`src/rtl/ps2mt_pkg.sv`:
```
// Shared types and constants for the PS/2 mouse packet tracker.
package ps2mt_pkg;

   localparam int unsigned POS_W  = 12;
   localparam int unsigned BYTE_W = 8;
   localparam int unsigned MAG_W  = 9;
   localparam int unsigned SUM_W  = POS_W + 2;

   // Header byte bit positions
   localparam int unsigned HDR_BTN_LEFT   = 0;
   localparam int unsigned HDR_BTN_RIGHT  = 1;
   localparam int unsigned HDR_BTN_MIDDLE = 2;
   localparam int unsigned HDR_SYNC       = 3;
   localparam int unsigned HDR_X_SIGN     = 4;
   localparam int unsigned HDR_Y_SIGN     = 5;
   localparam int unsigned HDR_X_OVF      = 6;
   localparam int unsigned HDR_Y_OVF      = 7;

   localparam logic [MAG_W-1:0] OVF_EXTRA = 9'd255;

   localparam logic [POS_W-1:0] X_LIMIT_RESET = 12'd1919;
   localparam logic [POS_W-1:0] Y_LIMIT_RESET = 12'd1079;

   // Register indexes
   localparam logic CSR_X_LIMIT = 1'b0;
   localparam logic CSR_Y_LIMIT = 1'b1;

   typedef struct packed {
      logic              complete;   // current byte closes a packet
      logic [BYTE_W-1:0] header;
      logic [BYTE_W-1:0] x_byte;
   } frame_type;

endpackage

```
`src/rtl/ps2mt_framer.sv`:
```
// Byte framer: finds a header and collects the header and X bytes of a packet.
module ps2mt_framer
   import ps2mt_pkg::*;
(
   input  logic              clock,
   input  logic              reset,
   input  logic              accept,
   input  logic [BYTE_W-1:0] packet_byte,
   output frame_type         frame
);

   localparam logic [1:0] PHASE_HDR = 2'd0;
   localparam logic [1:0] PHASE_X   = 2'd1;
   localparam logic [1:0] PHASE_Y   = 2'd2;
   localparam logic [1:0] PHASE_BAD = 2'd3;

   logic [1:0]        phase_ff, phase_in;
   logic [BYTE_W-1:0] header_ff, header_in;
   logic [BYTE_W-1:0] x_byte_ff, x_byte_in;

   always_comb begin
      phase_in  = phase_ff;
      header_in = header_ff;
      x_byte_in = x_byte_ff;
      if (accept) begin
         unique case (phase_ff)
            PHASE_X: begin
               x_byte_in = packet_byte;
               phase_in  = PHASE_Y;
            end
            PHASE_Y: begin
               phase_in = PHASE_HDR;
            end
            PHASE_HDR, PHASE_BAD: begin
               // drop bytes until one carries the sync bit
               if (packet_byte[HDR_SYNC]) begin
                  header_in = packet_byte;
                  phase_in  = PHASE_X;
               end else begin
                  phase_in = PHASE_HDR;
               end
            end
            default: phase_in = PHASE_HDR;
         endcase
      end
   end

   always_ff @(posedge clock) begin
      if (reset) begin
         phase_ff <= PHASE_HDR;
      end else begin
         phase_ff <= phase_in;
      end
      header_ff <= header_in;
      x_byte_ff <= x_byte_in;
   end

   assign frame.complete = (phase_ff == PHASE_Y);
   assign frame.header   = header_ff;
   assign frame.x_byte   = x_byte_ff;

endmodule

```
`src/rtl/ps2mt_axis.sv`:
```
// One cursor axis: holds the position, applies a move and clamps it.
module ps2mt_axis
   import ps2mt_pkg::*;
(
   input  logic              clock,
   input  logic              reset,
   input  logic              update,
   input  logic [BYTE_W-1:0] delta_byte,
   input  logic              sign,
   input  logic              overflow,
   input  logic              subtract,
   input  logic [POS_W-1:0]  limit,
   output logic [POS_W-1:0]  position,
   output logic [POS_W-1:0]  next_position
);

   logic [POS_W-1:0]  cursor_ff, cursor_in;
   logic [BYTE_W-1:0] base_mag;
   logic [MAG_W-1:0]  magnitude;
   logic [SUM_W-1:0]  sum;

   always_comb begin
      // a set sign bit means (256 - byte) mod 256 the other way
      base_mag  = sign ? (~delta_byte + 8'd1) : delta_byte;
      magnitude = {1'b0, base_mag} + (overflow ? OVF_EXTRA : '0);
      if (subtract) begin
         sum = {2'b00, cursor_ff} - {{(SUM_W-MAG_W){1'b0}}, magnitude};
      end else begin
         sum = {2'b00, cursor_ff} + {{(SUM_W-MAG_W){1'b0}}, magnitude};
      end
      priority if (sum[SUM_W-1]) begin
         next_position = '0;
      end else if (sum[SUM_W-2:0] > {1'b0, limit}) begin
         next_position = limit;
      end else begin
         next_position = sum[POS_W-1:0];
      end
      cursor_in = update ? next_position : cursor_ff;
   end

   always_ff @(posedge clock) begin
      if (reset) begin
         cursor_ff <= '0;
      end else begin
         cursor_ff <= cursor_in;
      end
   end

   assign position = cursor_ff;

endmodule

```
`src/rtl/ps2_mouse_packet_tracker.sv`:
```
// Top level of the PS/2 mouse packet tracker.
// A packet's result appears in the cycle after its third byte transfers.
// Throughput: one byte per cycle; the input stalls only while a result is held
// in the output register and the consumer is not ready.
// Reset: synchronous, active high; awaits a header, cursor at 0,0, limits at
// 1919 and 1079, no result pending.
module ps2_mouse_packet_tracker
   import ps2mt_pkg::*;
(
   input  logic              clock,
   input  logic              reset,
   input  logic              req_valid,
   output logic              req_ready,
   input  logic [BYTE_W-1:0] req_packet_byte,
   output logic              rsp_valid,
   input  logic              rsp_ready,
   output logic [POS_W-1:0]  rsp_new_x,
   output logic [POS_W-1:0]  rsp_new_y,
   output logic [POS_W-1:0]  rsp_old_x,
   output logic [POS_W-1:0]  rsp_old_y,
   output logic              rsp_left_button,
   output logic              rsp_right_button,
   output logic              rsp_middle_button,
   input  logic              csr_we,
   input  logic              csr_index,
   input  logic [POS_W-1:0]  csr_wdata
);

   frame_type        frame;
   logic             req_fire;
   logic             result_fire;
   logic [POS_W-1:0] x_limit_ff, x_limit_in;
   logic [POS_W-1:0] y_limit_ff, y_limit_in;
   logic [POS_W-1:0] cur_x, cur_y, next_x, next_y;
   logic             rsp_valid_ff, rsp_valid_in;
   logic [POS_W-1:0] new_x_ff, new_y_ff, old_x_ff, old_y_ff;
   logic [2:0]       buttons_ff;

   assign req_ready   = !rsp_valid_ff || rsp_ready;
   assign req_fire    = req_valid && req_ready;
   assign result_fire = req_fire && frame.complete;

   always_comb begin
      x_limit_in = x_limit_ff;
      y_limit_in = y_limit_ff;
      if (csr_we) begin
         unique case (csr_index)
            CSR_X_LIMIT: x_limit_in = csr_wdata;
            CSR_Y_LIMIT: y_limit_in = csr_wdata;
            default:     x_limit_in = x_limit_ff;
         endcase
      end
   end

   ps2mt_framer u_framer (
      .clock       (clock),
      .reset       (reset),
      .accept      (req_fire),
      .packet_byte (req_packet_byte),
      .frame       (frame)
   );

   ps2mt_axis u_axis_x (
      .clock         (clock),
      .reset         (reset),
      .update        (result_fire),
      .delta_byte    (frame.x_byte),
      .sign          (frame.header[HDR_X_SIGN]),
      .overflow      (frame.header[HDR_X_OVF]),
      .subtract      (frame.header[HDR_X_SIGN]),
      .limit         (x_limit_ff),
      .position      (cur_x),
      .next_position (next_x)
   );

   // Y is inverted: screen Y grows downward
   ps2mt_axis u_axis_y (
      .clock         (clock),
      .reset         (reset),
      .update        (result_fire),
      .delta_byte    (req_packet_byte),
      .sign          (frame.header[HDR_Y_SIGN]),
      .overflow      (frame.header[HDR_Y_OVF]),
      .subtract      (!frame.header[HDR_Y_SIGN]),
      .limit         (y_limit_ff),
      .position      (cur_y),
      .next_position (next_y)
   );

   // hold a result until its transfer
   assign rsp_valid_in = result_fire || (rsp_valid_ff && !rsp_ready);

   always_ff @(posedge clock) begin
      if (reset) begin
         rsp_valid_ff <= 1'b0;
         x_limit_ff   <= X_LIMIT_RESET;
         y_limit_ff   <= Y_LIMIT_RESET;
      end else begin
         rsp_valid_ff <= rsp_valid_in;
         x_limit_ff   <= x_limit_in;
         y_limit_ff   <= y_limit_in;
      end
      if (result_fire) begin
         new_x_ff   <= next_x;
         new_y_ff   <= next_y;
         old_x_ff   <= cur_x;
         old_y_ff   <= cur_y;
         buttons_ff <= {frame.header[HDR_BTN_MIDDLE], frame.header[HDR_BTN_RIGHT],
                        frame.header[HDR_BTN_LEFT]};
      end
   end

   assign rsp_valid         = rsp_valid_ff;
   assign rsp_new_x         = new_x_ff;
   assign rsp_new_y         = new_y_ff;
   assign rsp_old_x         = old_x_ff;
   assign rsp_old_y         = old_y_ff;
   assign rsp_left_button   = buttons_ff[0];
   assign rsp_right_button  = buttons_ff[1];
   assign rsp_middle_button = buttons_ff[2];

endmodule

```
`config.mk`:
```
export PLATFORM = sky130hd
export DESIGN_NAME = ps2_mouse_packet_tracker
export DESIGN_NICKNAME = d
export VERILOG_FILES = /design/src/rtl/ps2mt_pkg.sv /design/src/rtl/ps2mt_framer.sv /design/src/rtl/ps2mt_axis.sv /design/src/rtl/ps2_mouse_packet_tracker.sv
export SDC_FILE = /design/constraint.sdc
export NUM_CORES = 1
export LEC_CHECK = 0
export BUFFER_PORTS_ARGS = -buffer_cell sky130_fd_sc_hd__buf_4
export CORE_ASPECT_RATIO = 1.25
export CORE_MARGIN = 1.5
export CORE_UTILIZATION = 45
export CTS_CLUSTER_DIAMETER = 80
export DETAILED_ROUTE_END_ITERATION = 10
export GPL_TIMING_DRIVEN = 0
export PLACE_DENSITY = 0.64
export SLEW_MARGIN = 20
export SYNTH_ARGS = -nofsm -noshare
export SYNTH_HDL_FRONTEND = slang
export SYNTH_HIERARCHICAL = 1
export SYNTH_SLANG_ARGS = --single-unit
```
`constraint.sdc`:
```
create_clock -name clock -period 14.7 [get_ports clock]
set_input_delay 0 -clock clock [delete_from_list [all_inputs] [get_ports clock]]
set_output_delay 0 -clock clock [all_outputs]
set_load 0.005 [all_outputs]
```
==> results.toml, run 1 <==
[status]
outcome = "completed"

[critical_path]
path_max_fanout = 14
cp-end-kind = "register"
cpMaxStageDelayCell = "edfxtp_1"
cp_common_cell = "o21ai_0"
critPathBufInv = 3
required_ns = 14.86
start_kind = "register"
critPathKind = "reg2reg"
cp.depth = 22
arrival_ns = 6.06
r2r_start = "u_framer/header_ff[4]"
worst_r2r_path_depth = 22
timing.reg2reg.setup_slack_ns = 8.79
crit_family = "compound AO/OA/AOI/OAI gates"
crit_chain = "o21ai_0 -> inv_1 -> fa_1 -> o21ai_0 -> xor2_1 -> ha_1 -> a21o_1 -> a31o_2 -> nor4_1 -> o21ai_0 -> and3_1 -> or2_1 -> ha_1 -> nand4_1 -> nor2_1 -> o31ai_1 -> a31oi_1 -> nor2b_4 -> buf_6 -> buf_6 -> mux2i_1 -> nor2_1"
rr_endpoint = "rsp_new_x[4]"
max_stage_delay_ns = 0.59

[finish]
drive_above_1_share = 0.161
area_growth_syn_to_layout_pct = 22.9
final_common_cell = "ha_1"
fill_cells = 1534
final_cell_mix = "ha_1, buf_4, inv_1"
antenna_cells = 0
layout.nets = 1060

[timing]
rsz0062_at_grt = "false"
max_freq_ghz = 0.169
hold-worst-slack_ns = 0.347
skew_ns = 0.0136
slew_headroom = 0.628
setup_viol = 0
finalCritPeriodShare = 0.402
fin_ws_ns = 8.79
final-max-slew-violation-count = 0
final.setup.tns_ns = 0
hold_violations = 0
tightest_slew_ns = 0.555
fin_crit_ns = 5.91

[placement]
routabilityCongestion = 0.907
portBuffers = 78
dpl.hpwl_um = 14600
dpl_worst_slack_ns = 8.80

[clock_tree]
root_buffer = "clkbuf_16"
clock-sinks = 117
clockBufferDepth = 2
ctsHoldBuffers = 27
cts_setup_buffers = 0
clock_latency_ns = 0.42
numCtsBuffers = 17
cts_resized = 0
cts_tree = "done"
clk_pin_slew_ns = 0.06
h-tree-depth = 4

[grt]
grt_overflow = 0
grt_max_degree = 28
grt_pass1_wl_um = 30500
grt_pass1_vias = 6203
antenna_found_initial = 0
grtUsageTotal = 0.218

[logic_synthesis]
synthesis.nets = 934
syn_inst = 809
avgSynthCellArea_um2 = 9.78
synth_area_um2 = 7910
yosys_warnings = 6

[pwr]
power.share.sequential = 0.345
intPower_mw = 0.742
power_frac_clock = 0.422
ir_drop_mv = 0.0737
powerDensity_nw_per_um2 = 108
switchingPower_mw = 0.306
p_leak_nw = 4.33
sw_frac_of_total = 0.292
power_mw = 1.05
pwr-share-comb = 0.233

[die]
die-area_um2 = 18400
initial_core_util = 0.456
die_h_um = 151
die_w_um = 122
rows = 54
fp.coreArea_um2 = 17400
boundaryPins = 79

[detailed_routing]
dr.first_iter.drc_count = 301
drc = 0
vias = 6256
postRouteAntennaNets = 0
via_per_inst = 5.34
wl_um = 19200
avgRoutedWirePerCell_um = 16.4
drt_pass1_iterations = 6

[worst_hold_path]
hold_depth = 2
worst_hold_path_type = "in2reg"
min_to = "u_framer/header_ff[7]"
hold_start = "req_packet_byte[7]"

[run]
cap_violations = 0
metal layers:
metal | global-route usage | vias up | wire [µm]
li1 | - | 3137 | -
met1 | 0.235 | 2919 | 7870
met2 | 0.393 | 148 | 9790
met3 | 0.0433 | 52 | 638
met4 | 0.131 | 0 | 906
met5 | 0 | - | 0
final cells by class:
cell class              count  area (µm²)  area share
plain buffers              23         145      0.0149
clock buffers              18         429      0.0441
clock inverters            14         199      0.0205
inverters                  79         297      0.0305
multi-input cells         590        4470       0.460
flip-flops and latches    117        3000       0.309
well taps                 224         280      0.0288
repair buffers            107         896      0.0921
power by group through the flow:
stage / registers, mW / logic (mW) / clock network, mW
2_1_floorplan: 0.366 / 0.174 / 0
3_3_place_gp: 0.369 / 0.233 / 0
3_5_place_dp: 0.368 / 0.236 / 0
4_1_cts: 0.362 / 0.244 / 0.448
5_1_grt: 0.363 / 0.272 / 0.461
6_report: 0.362 / 0.244 / 0.441
stage by stage:
step / std cells / util / instance area, µm²
floorplan: 809 / - / 7910
global placement: 1111 / 0.505 / 8780
detailed placement: 1113 / 0.508 / 8820
CTS: 1172 / 0.560 / 9720
global route: 1172 / 0.560 / 9720
finish: 1172 / 0.560 / 9720
state kept, by name, indices dropped and copies added (netlist names):
signal,cells
rsp_new_x,12
rsp_old_y,12
u_axis_x/position,12
u_framer/phase_ff,2
u_axis_y/position,12
buttons_ff,3
x_limit_ff,12
u_framer/x_byte_ff,8
rsp_new_y,12
rsp_old_x,12
u_framer/header_ff,7
y_limit_ff,12
rsp_valid,1
worst max-delay path by stage:
stage / endpoint / from
3_3_place_gp: rsp_new_x[4] / u_framer/header_ff[4]
3_5_place_dp: rsp_new_x[4] / u_framer/header_ff[4]
4_1_cts: rsp_new_x[4] / u_framer/header_ff[4]
2_1_floorplan: rsp_new_x[9] / u_framer/x_byte_ff[0]
5_1_grt: rsp_new_x[3] / u_framer/header_ff[4]
6_report: rsp_new_x[4] / u_framer/header_ff[4]
worst reg2reg max path, stage by stage, from the launching register on:
cell      delay, ns
edfxtp_1       0.59
o21ai_0        0.31
inv_1          0.10
fa_1           0.43
o21ai_0        0.31
xor2_1         0.29
ha_1           0.34
a21o_1         0.21
a31o_2         0.22
nor4_1         0.32
o21ai_0        0.29
and3_1         0.28
or2_1          0.25
ha_1           0.30
nand4_1        0.09
nor2_1         0.15
o31ai_1        0.11
a31oi_1        0.37
nor2b_4        0.07
buf_6          0.14
buf_6          0.14
mux2i_1        0.26
nor2_1         0.09
Note: power is estimated with default switching activity, not from simulation.
==> run 2, diff against run 1 <==
clock period = 5.6 ns   (was 14.7 ns; I/O delays follow)
==> results.toml, run 2 (synthesis results as in run 1) <==
[finish]
final_common_cell = "buf_4"
final_area_um2 = 10200
regArea_um2 = 3000
layout.nets = 1075
multiInputGateArea_um2 = 4790
antenna_cells = 0
final_cell_mix = "buf_4, ha_1, inv_1"
fill_cells = 1473
layoutNonFillerInstCount = 1187
drive_above_1_share = 0.223
final_util = 0.586
area_growth_syn_to_layout_pct = 28.6

[worst_hold_path]
hold_depth = 2
min_to = "u_framer/header_ff[7]"
worst_hold_path_type = "in2reg"
hold_start = "req_packet_byte[7]"

[timing]
fin_crit_ns = 5.38
slew_headroom = 0.574
max_freq_ghz = 0.186
final.setup.tns_ns = 0
final-max-slew-violation-count = 0
tightest_slew_ns = 0.632
finalCritPeriodShare = 0.961
skew_ns = 0.0104
hold-worst-slack_ns = 0.342
setup_viol = 0
hold_violations = 0
fin_ws_ns = 0.216

[critical_path]
max_stage_delay_ns = 0.42
crit_chain = "or3_1 -> o31ai_2 -> xnor2_1 -> ha_1 -> a21o_1 -> a31oi_2 -> o21bai_1 -> a21o_1 -> ha_1 -> a211oi_1 -> o21ai_2 -> and3_1 -> or2_1 -> ha_1 -> nand4_1 -> nor2_2 -> o31ai_1 -> a31oi_2 -> nor2b_4 -> buf_6 -> buf_12 -> mux2i_1 -> nor2_1"
cp-end-kind = "register"
worst_r2r_path_depth = 23
path_max_fanout = 10
required_ns = 5.76
start_kind = "register"
timing.reg2reg.setup_slack_ns = 0.22
cpMaxStageDelayCell = "or3_1"
r2r_start = "u_framer/x_byte_ff[2]"
rr_endpoint = "rsp_new_x[5]"
cp_common_cell = "ha_1"
critPathKind = "reg2reg"
arrival_ns = 5.55

[clock_tree]
clock-sinks = 117
clockBufferDepth = 2
cts_tree = "done"
root_buffer = "clkbuf_16"
clk_pin_slew_ns = 0.06
h-tree-depth = 4
numCtsBuffers = 17
clock_latency_ns = 0.42

[die]
die_w_um = 122
rows = 54
die_h_um = 151
initial_core_util = 0.456
fp.coreArea_um2 = 17400
die-area_um2 = 18400
boundaryPins = 79

[detailed_routing]
dr.first_iter.drc_count = 353
drc = 0
avgRoutedWirePerCell_um = 16.8
vias = 6399
wl_um = 19900
drt_pass1_iterations = 6
via_per_inst = 5.39
postRouteAntennaNets = 0

[placement]
portBuffers = 78
dpl.hpwl_um = 14600
routabilityCongestion = 0.907
placed_cell_area_um2 = 8820
dpl_worst_slack_ns = -0.295
place_inst = 1113

[status]
outcome = "completed"

[grt]
grtUsageTotal = 0.221
grt_pass1_vias = 6249
grt_pass1_wl_um = 30900
grt_overflow = 0
antenna_found_initial = 0
grt_max_degree = 28

[pwr]
power_mw = 2.86
powerDensity_nw_per_um2 = 281
ir_drop_mv = 0.194
p_leak_nw = 4.46

[run]
cap_violations = 0
run 2: changes by cell type in the layout (fill, tap and decap cells not counted), moves of 3 or more:
cell / before / now
xnor2_2: 0 / 5
mux2i_1: 39 / 29
xnor2_1: 35 / 30
a21oi_1: 44 / 38
a31oi_1: 13 / 10
mux2i_4: 0 / 9
o21ai_2: 0 / 4
o21ai_0: 29 / 25
nor2_1: 74 / 70
buf_4: 81 / 95
nor2_2: 0 / 4
a21oi_2: 1 / 7
run 2: area by class of cell:
type / instances / area share
Multi-Input combinational cell: 590 / 0.471
Sequential cell: 117 / 0.295
Tap cell: 224 / 0.0276
Clock buffer: 18 / 0.0422
Inverter: 79 / 0.0292
Buffer: 23 / 0.0166
Clock inverter: 14 / 0.0196
Timing Repair Buffer: 122 / 0.0992
run 2: what timing repair did:
item | CTS | global route
cloned | 0 | 0
pin swaps | 3 | 14
resized for setup | 15 | 53
endpoints found under the hold margin | 47 | 0
setup buffers | 6 | 9
hold buffers | 27 | 0
setup endpoints to repair | 39 | 44
run 2: how the worst max path moves through the flow:
stage	end	cells after the start	from
detailed placement	rsp_new_x[4]	22	u_framer/header_ff[4]
finish	rsp_new_x[5]	23	u_framer/x_byte_ff[2]
global route	rsp_new_x[0]	23	u_framer/x_byte_ff[2]
CTS	rsp_new_x[4]	25	u_framer/x_byte_ff[0]
floorplan	rsp_new_x[9]	23	u_framer/x_byte_ff[0]
global placement	rsp_new_x[4]	22	u_framer/header_ff[4]
run 2: power breakdown:
part / internal (mW) / leakage, nW / switching, mW
logic: 0.329 / 3.13 / 0.417
registers: 0.931 / 1.03 / 0.0187
clock network: 0.749 / 0.305 / 0.413
run 2: routing by layer:
layer / global-route usage / part of all wire
met5: 0 / 0
met4: 0.141 / 0.052
met3: 0.0433 / 0.034
met2: 0.395 / 0.52
met1: 0.238 / 0.40
run 2: worst max-delay path: cells and delay by family, from the launching register on:
family                   cells  cell delay, ns
buffers and inverters        2            0.29
AND/OR/NAND/NOR              7            1.24
XOR/XNOR                     1            0.18
flip-flops                   1            0.41
AO/OA/AOI/OAI                9            1.82
multiplexers                 1            0.21
adder cells (fa/ha/maj)      3            0.97
==> run 3, diff against run 2 <==
CORE_ASPECT_RATIO = 0.7   (was 1.25)
SYNTH_HIERARCHICAL = unset   (was 1)
==> results.toml, run 3 <==
[critical_path]
timing.reg2reg.setup_slack_ns = -0.18
cp-end-kind = "register"
worst_r2r_path_depth = 25
required_ns = 5.85
start_kind = "input pin"
arrival_ns = 6.03
rr_endpoint = "rsp_new_y[9]"
path_max_fanout = 5
setup.worst_path.start = "req_packet_byte[4]"
critPathKind = "in2reg"
r2r_start = "u_framer.header_ff[5]"

[timing]
max_freq_ghz = 0.173
rsz0062_at_grt = "true"
fin_ws_ns = -0.188
setup_viol = 17
slew_headroom = 0.455
final-max-slew-violation-count = 0
tightest_slew_ns = 0.817
hold-worst-slack_ns = 0.189
skew_ns = 0.00708
hold_violations = 0
finalCritPeriodShare = 1.03
fin_crit_ns = 5.79

[logic_synthesis]
synthFlopType = "edfxtp_1"
synth.area.top_cells = "edfxtp_1, ha_1, dfxtp_1, inv_1, nand2_1"
synth_common_cells = "ha_1, inv_1, nand2_1, edfxtp_1, nor2_1"
yosysUniqueCellTypes = 74
synth_seq_cells = 117
synth.largest_area_cell = "edfxtp_1"
yosys_warnings = 0
synthesis.nets = 967
ys_seq_area_frac = 0.378
synthDominantCellAreaShare = 0.250
syn_inst = 842
synth_area_um2 = 7940
avgSynthCellArea_um2 = 9.43
synth_enable_flop_cells = 66
async_flop_share = 0
yosysMostFrequentCell = "ha_1"

[detailed_routing]
drc = 0
drt_pass1_iterations = 7
avgRoutedWirePerCell_um = 18.8
postRouteAntennaNets = 0
dr.first_iter.drc_count = 635
vias = 7070
via_per_inst = 5.59
wl_um = 23700

[status]
failed_checks = "negative setup slack"
outcome = "finished with violations"

[die]
boundaryPins = 79
die_w_um = 162
initial_core_util = 0.461
fp.coreArea_um2 = 17200
die-area_um2 = 18500
rows = 40
die_h_um = 114

[finish]
final_area_um2 = 11100
drive_above_1_share = 0.300
layout.nets = 1145
multiInputGateArea_um2 = 5340
final_common_cell = "buf_4"
area_growth_syn_to_layout_pct = 39.3
antenna_cells = 0
final_util = 0.643
layoutNonFillerInstCount = 1264
fill_cells = 1390
final_cell_mix = "buf_4, ha_1, inv_1"
regArea_um2 = 3000

[clock_tree]
clock_latency_ns = 0.43
cts_tree = "done"
clock-sinks = 117
clockBufferDepth = 2
h-tree-depth = 4
root_buffer = "clkbuf_16"
clk_pin_slew_ns = 0.06
numCtsBuffers = 17

[grt]
grtUsageTotal = 0.252
grt_pass1_vias = 6374
grt_overflow = 0
antenna_found_initial = 0
grt_max_degree = 35
grt_pass1_wl_um = 35000

[placement]
place_inst = 1151
portBuffers = 77
placed_cell_area_um2 = 8900
routabilityCongestion = 0.914
dpl.hpwl_um = 16100

[pwr]
switchingPower_mw = 0.957
pwr-share-comb = 0.309
sw_frac_of_total = 0.319
powerDensity_nw_per_um2 = 271
power.share.sequential = 0.317
power_frac_clock = 0.375
intPower_mw = 2.04
ir_drop_mv = 0.178
p_leak_nw = 4.67

[worst_hold_path]
worst_hold_path_type = "in2reg"
hold_depth = 4
min_to = "u_axis_y.position[11]"
hold_start = "reset"

[run]
cap_violations = 0
## run 3: worst max path at each step
stage,cells past startpoint,slack [ns],endpoint
after detailed placement,25,-0.98,rsp_new_x[1]
after global routing,26,-0.41,u_axis_y.position[9]
after global placement,27,-0.98,rsp_new_x[1]
final,25,-0.19,rsp_new_y[9]
after CTS,26,-0.09,rsp_new_y[9]
after floorplan,27,0.003,rsp_new_y[9]
## run 3: cell type report
cell class                      instances  area share
Buffer                                 25      0.0172
Clock inverter                         13      0.0140
Timing Repair Buffer                  161       0.121
Multi-Input combinational cell        617       0.482
Clock buffer                           19      0.0400
Tap cell                              231      0.0261
Inverter                               81      0.0281
Sequential cell                       117       0.271
## run 3: logic make-up (layout without fill, tap and decap cells)
family	Yosys count	after routing	synth area share
mux	18	18	0.0228
buf+inv	108	299	0.0531
flops	117	117	0.378
fa+ha+maj	99	99	0.162
compound gates	220	220	0.189
xor+xnor	42	42	0.0463
simple gates	238	238	0.149
## run 3: metrics by stage
stage               setup TNS [ns]  total power [mW]  setup slack, ns
floorplan                        0              1.44          0.00306
global placement            -29.18              1.61           -0.983
detailed placement          -28.96              1.62           -0.978
CTS                         -0.175              2.85          -0.0875
global route                 -8.45              3.13           -0.415
finish                       -1.02              3.00           -0.188
## run 3: timing repair
item / in CTS / in global routing
buffers inserted: 19 / 37
setup endpoints to repair: 48 / 48
gates cloned: 0 / 2
hold endpoints to repair: 42 / 0
pin swaps: 33 / 73
hold buffers: 26 / 0
gates resized for setup: 79 / 97
## run 3: critical path, cell delays in order
cell and delay [ns]:
dlygate4sd3_1 0.54, buf_4 0.17, or3_1 0.39, o21ai_0 0.23, xnor2_1 0.17, ha_1 0.32, a21oi_1 0.25, o21ai_2 0.11
xor2_2 0.27, inv_2 0.07, ha_4 0.16, or4_4 0.42, a211oi_4 0.25, nor4_2 0.07, o41ai_2 0.36, xor2_1 0.27
ha_1 0.30, a21o_1 0.18, a221o_1 0.36, o21ai_2 0.08, o21ai_2 0.08, or2_0 0.21, buf_4 0.16, or4_4 0.49
o311ai_4 0.10
## run 3: power by group through the flow
stage	clock, mW	sequential (mW)	combinational [mW]
6_report	1.12	0.949	0.925
5_1_grt	1.17	0.950	1.00
4_1_cts	1.13	0.947	0.771
3_5_place_dp	0	0.964	0.651
3_3_place_gp	0	0.964	0.649
2_1_floorplan	0	0.958	0.477
## run 3: routing by layer
| layer | GRT usage | wire (µm) | vias up | share of wire |
|---|---|---|---|---|
| met2 | 0.332 | 9660 | 276 | 0.41 |
| met5 | 0 | 0 | - | 0 |
| met1 | 0.404 | 11800 | 3379 | 0.50 |
| met3 | 0.0514 | 1990 | 27 | 0.084 |
| met4 | 0.0709 | 267 | 0 | 0.011 |
| li1 | - | - | 3388 | - |
